--- config.mk ---
export PLATFORM = sky130hd
export DESIGN_NAME = rcwcs_div_cell
export DESIGN_NICKNAME = d
export VERILOG_FILES = /design/src/sv/rcwcs_div_cell.sv
export SDC_FILE = /design/constraint.sdc
export NUM_CORES = 1
export LEC_CHECK = 0
export ABC_AREA = 1
export BUFFER_PORTS_ARGS = -buffer_cell sky130_fd_sc_hd__buf_2
export CORE_MARGIN = 3
export CORE_UTILIZATION = 52
export DETAILED_ROUTE_END_ITERATION = 16
export PLACE_DENSITY = 0.92
export SYNTH_ARGS = -nofsm -noshare
export SYNTH_HDL_FRONTEND = slang
export SYNTH_SLANG_ARGS = --single-unit
--- constraint.sdc ---
create_clock -name clk -period 1 [get_ports clk]
set_input_delay 0.2 -clock clk [delete_from_list [all_inputs] [get_ports clk]]
set_output_delay 0.2 -clock clk [all_outputs]
set_load 0.02 [all_outputs]
--- src/sv/rcwcs_div_cell.sv ---
// ----------------------------------------------------------------------------
// Raycast wall column setup divider cell
// One restoring division step per cell; hands its partial result onward.
// ----------------------------------------------------------------------------
`default_nettype none
module rcwcs_div_cell #(
	parameter int DW = 32,
	parameter int QW = 16,
	parameter int SW = 8
) (
	input  wire logic          clk,
	input  wire logic          arst_n,
	input  wire logic          en,
	input  wire logic          in_valid,
	input  wire logic [DW-1:0] rem_in,
	input  wire logic [DW-1:0] den_in,
	input  wire logic [QW-1:0] quot_in,
	input  wire logic          num_bit,
	input  wire logic [SW-1:0] sb_in,
	output logic               out_valid,
	output logic      [DW-1:0] rem_out,
	output logic      [DW-1:0] den_out,
	output logic      [QW-1:0] quot_out,
	output logic      [SW-1:0] sb_out
);
	logic [DW:0] trial;
	logic        ge;
	logic        valid_q;
	logic [DW-1:0] rem_q;
	logic [DW-1:0] den_q;
	logic [QW-1:0] quot_q;
	logic [SW-1:0] sb_q;

	assign trial = {rem_in, num_bit};
	assign ge = trial >= {1'b0, den_in};

	always_ff @(posedge clk or negedge arst_n) begin
		if (!arst_n) begin
			valid_q <= 1'b0;
		end else if (en) begin
			valid_q <= in_valid;
		end
	end

	always_ff @(posedge clk) begin
		if (en) begin
			rem_q <= ge ? DW'(trial - {1'b0, den_in}) : trial[DW-1:0];
			quot_q <= {quot_in[QW-2:0], ge};
			den_q <= den_in;
			sb_q <= sb_in;
		end
	end

	assign out_valid = valid_q;
	assign rem_out = rem_q;
	assign den_out = den_q;
	assign quot_out = quot_q;
	assign sb_out = sb_q;
endmodule
`default_nettype wire

==> results.rst <==
.. list-table::
   :header-rows: 1

   * - Metric
     - Value
   * - Status
     - finished, violations left
   * - Violations in the final reports
     - negative hold slack, negative setup slack
   * - Min setup slack post-route
     - -992 ps
   * - Top cells by area, synth
     - edfxtp_1 45%, nand2_1 18%, inv_1 9.6%
   * - Detail-routed net length per standard cell
     - roughly 24 um
   * - Most used standard cell by instance count after synthesis
     - nand2_1
   * - Vias per inst
     - roughly 6
   * - Final hold violation count
     - 7
   * - Core Region
     - between 0.01 and 0.015 mm2
   * - Wirelength, routed
     - between 20 and 30 mm
   * - Count of input and output buffers
     - 180
   * - Total routing usage reported by global routing
     - 0.335
   * - Layout overhead on the synthesized area
     - 70.6%
   * - Number of buffers and inverters on the critical path
     - 4
   * - Ports placed on the boundary
     - ~180
   * - Upper clock frequency limit
     - 502 MHz
   * - Post-Synthesis Mean Instance Area
     - ~8 um2
   * - Clock-pin slew of the registers on the worst-case setup and hold paths
     - 120 ps
   * - Crit-path cells
     - buf_2, inv_1, ha_4, buf_4, nand2_1, nand2_1, nand2_1, nand2_1, a21oi_2, nand2_4, buf_4, xor2_1, nand2_1, nand2_1
   * - Critical path required time
     - between 1000 and 1500 ps
   * - Seq pwr share
     - 0.364
   * - Post-synth cell types
     - 28
   * - Placer Congestion
     - between 0.9 and 1
   * - Clock tree skew after final layout
     - 0 ps
   * - X dimension of the die
     - around 110 um
   * - EDFF count, synth
     - 88
   * - Number of standard cells in the layout, taps in and fillers out
     - roughly 1200
   * - Crit share post-route
     - 1.99
   * - Half-perimeter wire length after detailed placement
     - 13.7 mm
   * - Count of final max-slew check failures
     - 0
   * - Setup TNS
     - -36670 ps
   * - Cell depth of the worst setup path
     - 14
   * - Via total after detailed routing
     - roughly 7300
   * - Synth Cell Area
     - between 0.005 and 0.006 mm2
   * - Path type of the worst min-delay path
     - in2reg
   * - Transition at the pin with the smallest max-transition slack
     - a little under 400 ps
   * - Path depth of the worst reg2reg path
     - 1
   * - Worst Path Class, Setup
     - in2reg
   * - Maximum clock path buffer count
     - 2
   * - Final antenna-violating net count
     - 0
   * - Element type at the critical path end
     - flip-flop
   * - Net switching component of the power
     - 5.00 mW
   * - Antenna violations before repair
     - 1
   * - Floorplan die area
     - between 0.01 and 0.015 mm2
   * - Worst setup SP type
     - primary input
   * - Number of sinks driven by the clock tree
     - 89
   * - Top Family by Delay on Critical Path
     - simple AND/OR/NAND/NOR gates
   * - Sequential area share after synthesis
     - 0.457
   * - Number of standard cells after synthesis
     - roughly 740
   * - Internal power
     - ~8.1 mW
   * - Detailed Routing Iterations Pass 1
     - 7
   * - # placed instances
     - 1139
   * - Switching portion of total power
     - 0.382
   * - Final Net Count
     - approximately 1200
   * - Total design power
     - 13.1 mW
   * - Async S/R FF share, synth
     - 0.0112
   * - Top cell by count, worst path
     - nand2_1
   * - Final number of setup-violating endpoints
     - ~120
   * - Proportion of power drawn by combinational gates
     - 0.411
   * - Antenna Diode Count
     - 0
   * - Worst Hold Path Cells
     - 1
   * - Synth top area share
     - 0.453
   * - Via count of the first global-routing pass
     - 6664
   * - Final hold slack
     - -35.8 ps
   * - Ratio of total power to cell area
     - approximately 1300 mW/mm2
   * - Cell type with the highest aggregate area in the netlist
     - edfxtp_1
   * - Headroom to the max-slew limit
     - 0.737
   * - Remaining Overflow, GRT
     - 0
   * - Share of cells above drive strength 1
     - 0.507
   * - Layout Utilization
     - 0.915
   * - LEAKAGE
     - just under 5 nW
   * - Starting DRT DRC Count
     - 1075
   * - Die outline height
     - 112 um
   * - Insertion delay to the later sink of the worst-skew pair
     - approximately 400 ps
   * - Root Driver
     - clkbuf_8
   * - Master of the slowest instance on the critical path
     - a21oi_2
   * - Critical path data arrival time
     - 2150 ps
   * - Number of nets in the synthesized netlist
     - ~860
   * - Worst stage delay on the critical path
     - approximately 360 ps
   * - Max rail drop VDD
     - 1.28 mV
   * - Number of warnings issued by yosys
     - 0
   * - Htree depth
     - 3
   * - CTS buffer count
     - 9
   * - Maximum fanout count along the critical path
     - 3
   * - Placement row count
     - 38
   * - Number of flip-flops and latches in the synthesized netlist
     - around 90
   * - Commonest cells in the netlist
     - 274 x nand2_1, 150 x inv_1, 88 x edfxtp_1, 56 x nand3_1, 34 x nor2_1
   * - Clock tree from TritonCTS
     - built
   * - Global-route wire length before repair
     - 33.1 mm
   * - Number of max-cap violations
     - 0
   * - Unrepaired setup endpoints after global routing
     - yes
   * - Number of DRC violations after detailed routing
     - 0
   * - Tmin final
     - 1990 ps
   * - Most used flip-flop cell after synthesis
     - edfxtp_1
   * - Largest net degree at the start of global routing
     - 22
   * - Clock power frac
     - 0.225
   * - Starting Density
     - 0.536
## worst paths after layout
path | from | endpoint | slack (ps)
worst min register to register | out_valid | out_valid | 580
worst min-delay path | sb_in[4] | sb_out[4] | -40
max in group asynchronous | arst_n | out_valid | 830
worst max register to register | out_valid | out_valid | 210
min in group asynchronous | arst_n | out_valid | 80
worst max-delay path | den_in[5] | rem_out[12] | -990
## sequential cells by signal, summed over array words and instances (netlist names)
name and flops:
out_valid 1, quot_out 16, rem_out 32, den_out 32
sb_out 8
## placed cells by master (no fill, tap or decap), drive strengths merged
cell type / n
buf: 297
nand2: 283
inv: 154
edfxtp: 88
nand3: 67
nor2: 38
ha: 32
dlygate4sd3: 27
a21oi: 21
xor2: 13
nand3b: 11
clkbuf: 11
nor3: 9
and2: 8
nand4: 3
a21o: 2
o21ai: 2
clkinv: 2
xnor2: 1
mux2: 1
fa: 1
bufinv: 1
dfrtp: 1
## metal layers
layer	routed length, um	GRT usage
met4	2710	0.177
met5	20	0
met3	3670	0.0603
met2	13300	0.592
met1	8910	0.385
## through the flow
step,setup WS [ps],area (um2)
after floorplan,-713,6240
after global placement,-1080,7960
after detailed placement,-1110,7960
after CTS,-640,9080
after global routing,-1090,9960
final,-992,9960
## logic make-up (layout without fill, tap and decap cells)
logic type                 Yosys count  after routing  synth area share
buffers and inverters              160            492             0.111
DFF                                 89             89             0.457
AOI/OAI and AO/OA                   25             25            0.0223
muxes                                1              1           0.00193
xor gates and xnor gates            14             14            0.0210
and+or+nand+nor                    415            419             0.315
adders and majority gates           33             33            0.0720
## final cells by class
class,count,area (um2)
clock buffer,9,124
clock inverter,7,95.1
multi-input combinational,492,3700
inverter,150,581
fill,375,925
timing repair buffer,326,2620
tap,140,175
sequential,89,2670
## power groups by stage
stage / logic [mW] / clock network (mW) / registers [mW]
floorplan: 1.66 / 0 / 5.29
global placement: 3.60 / 0 / 4.73
detailed placement: 3.72 / 0 / 4.75
CTS: 4.16 / 2.79 / 4.70
global route: 5.60 / 3.04 / 4.80
finish: 5.38 / 2.95 / 4.77
## what timing repair did
action	in CTS	in global routing
hold buffers	23	4
setup buffers	10	16
endpoints found under the setup margin	122	122
resized for setup	115	221
gates cloned	6	2
endpoints found under the hold margin	23	4
pin swaps	32	44
(Power assumes the default switching activity.)
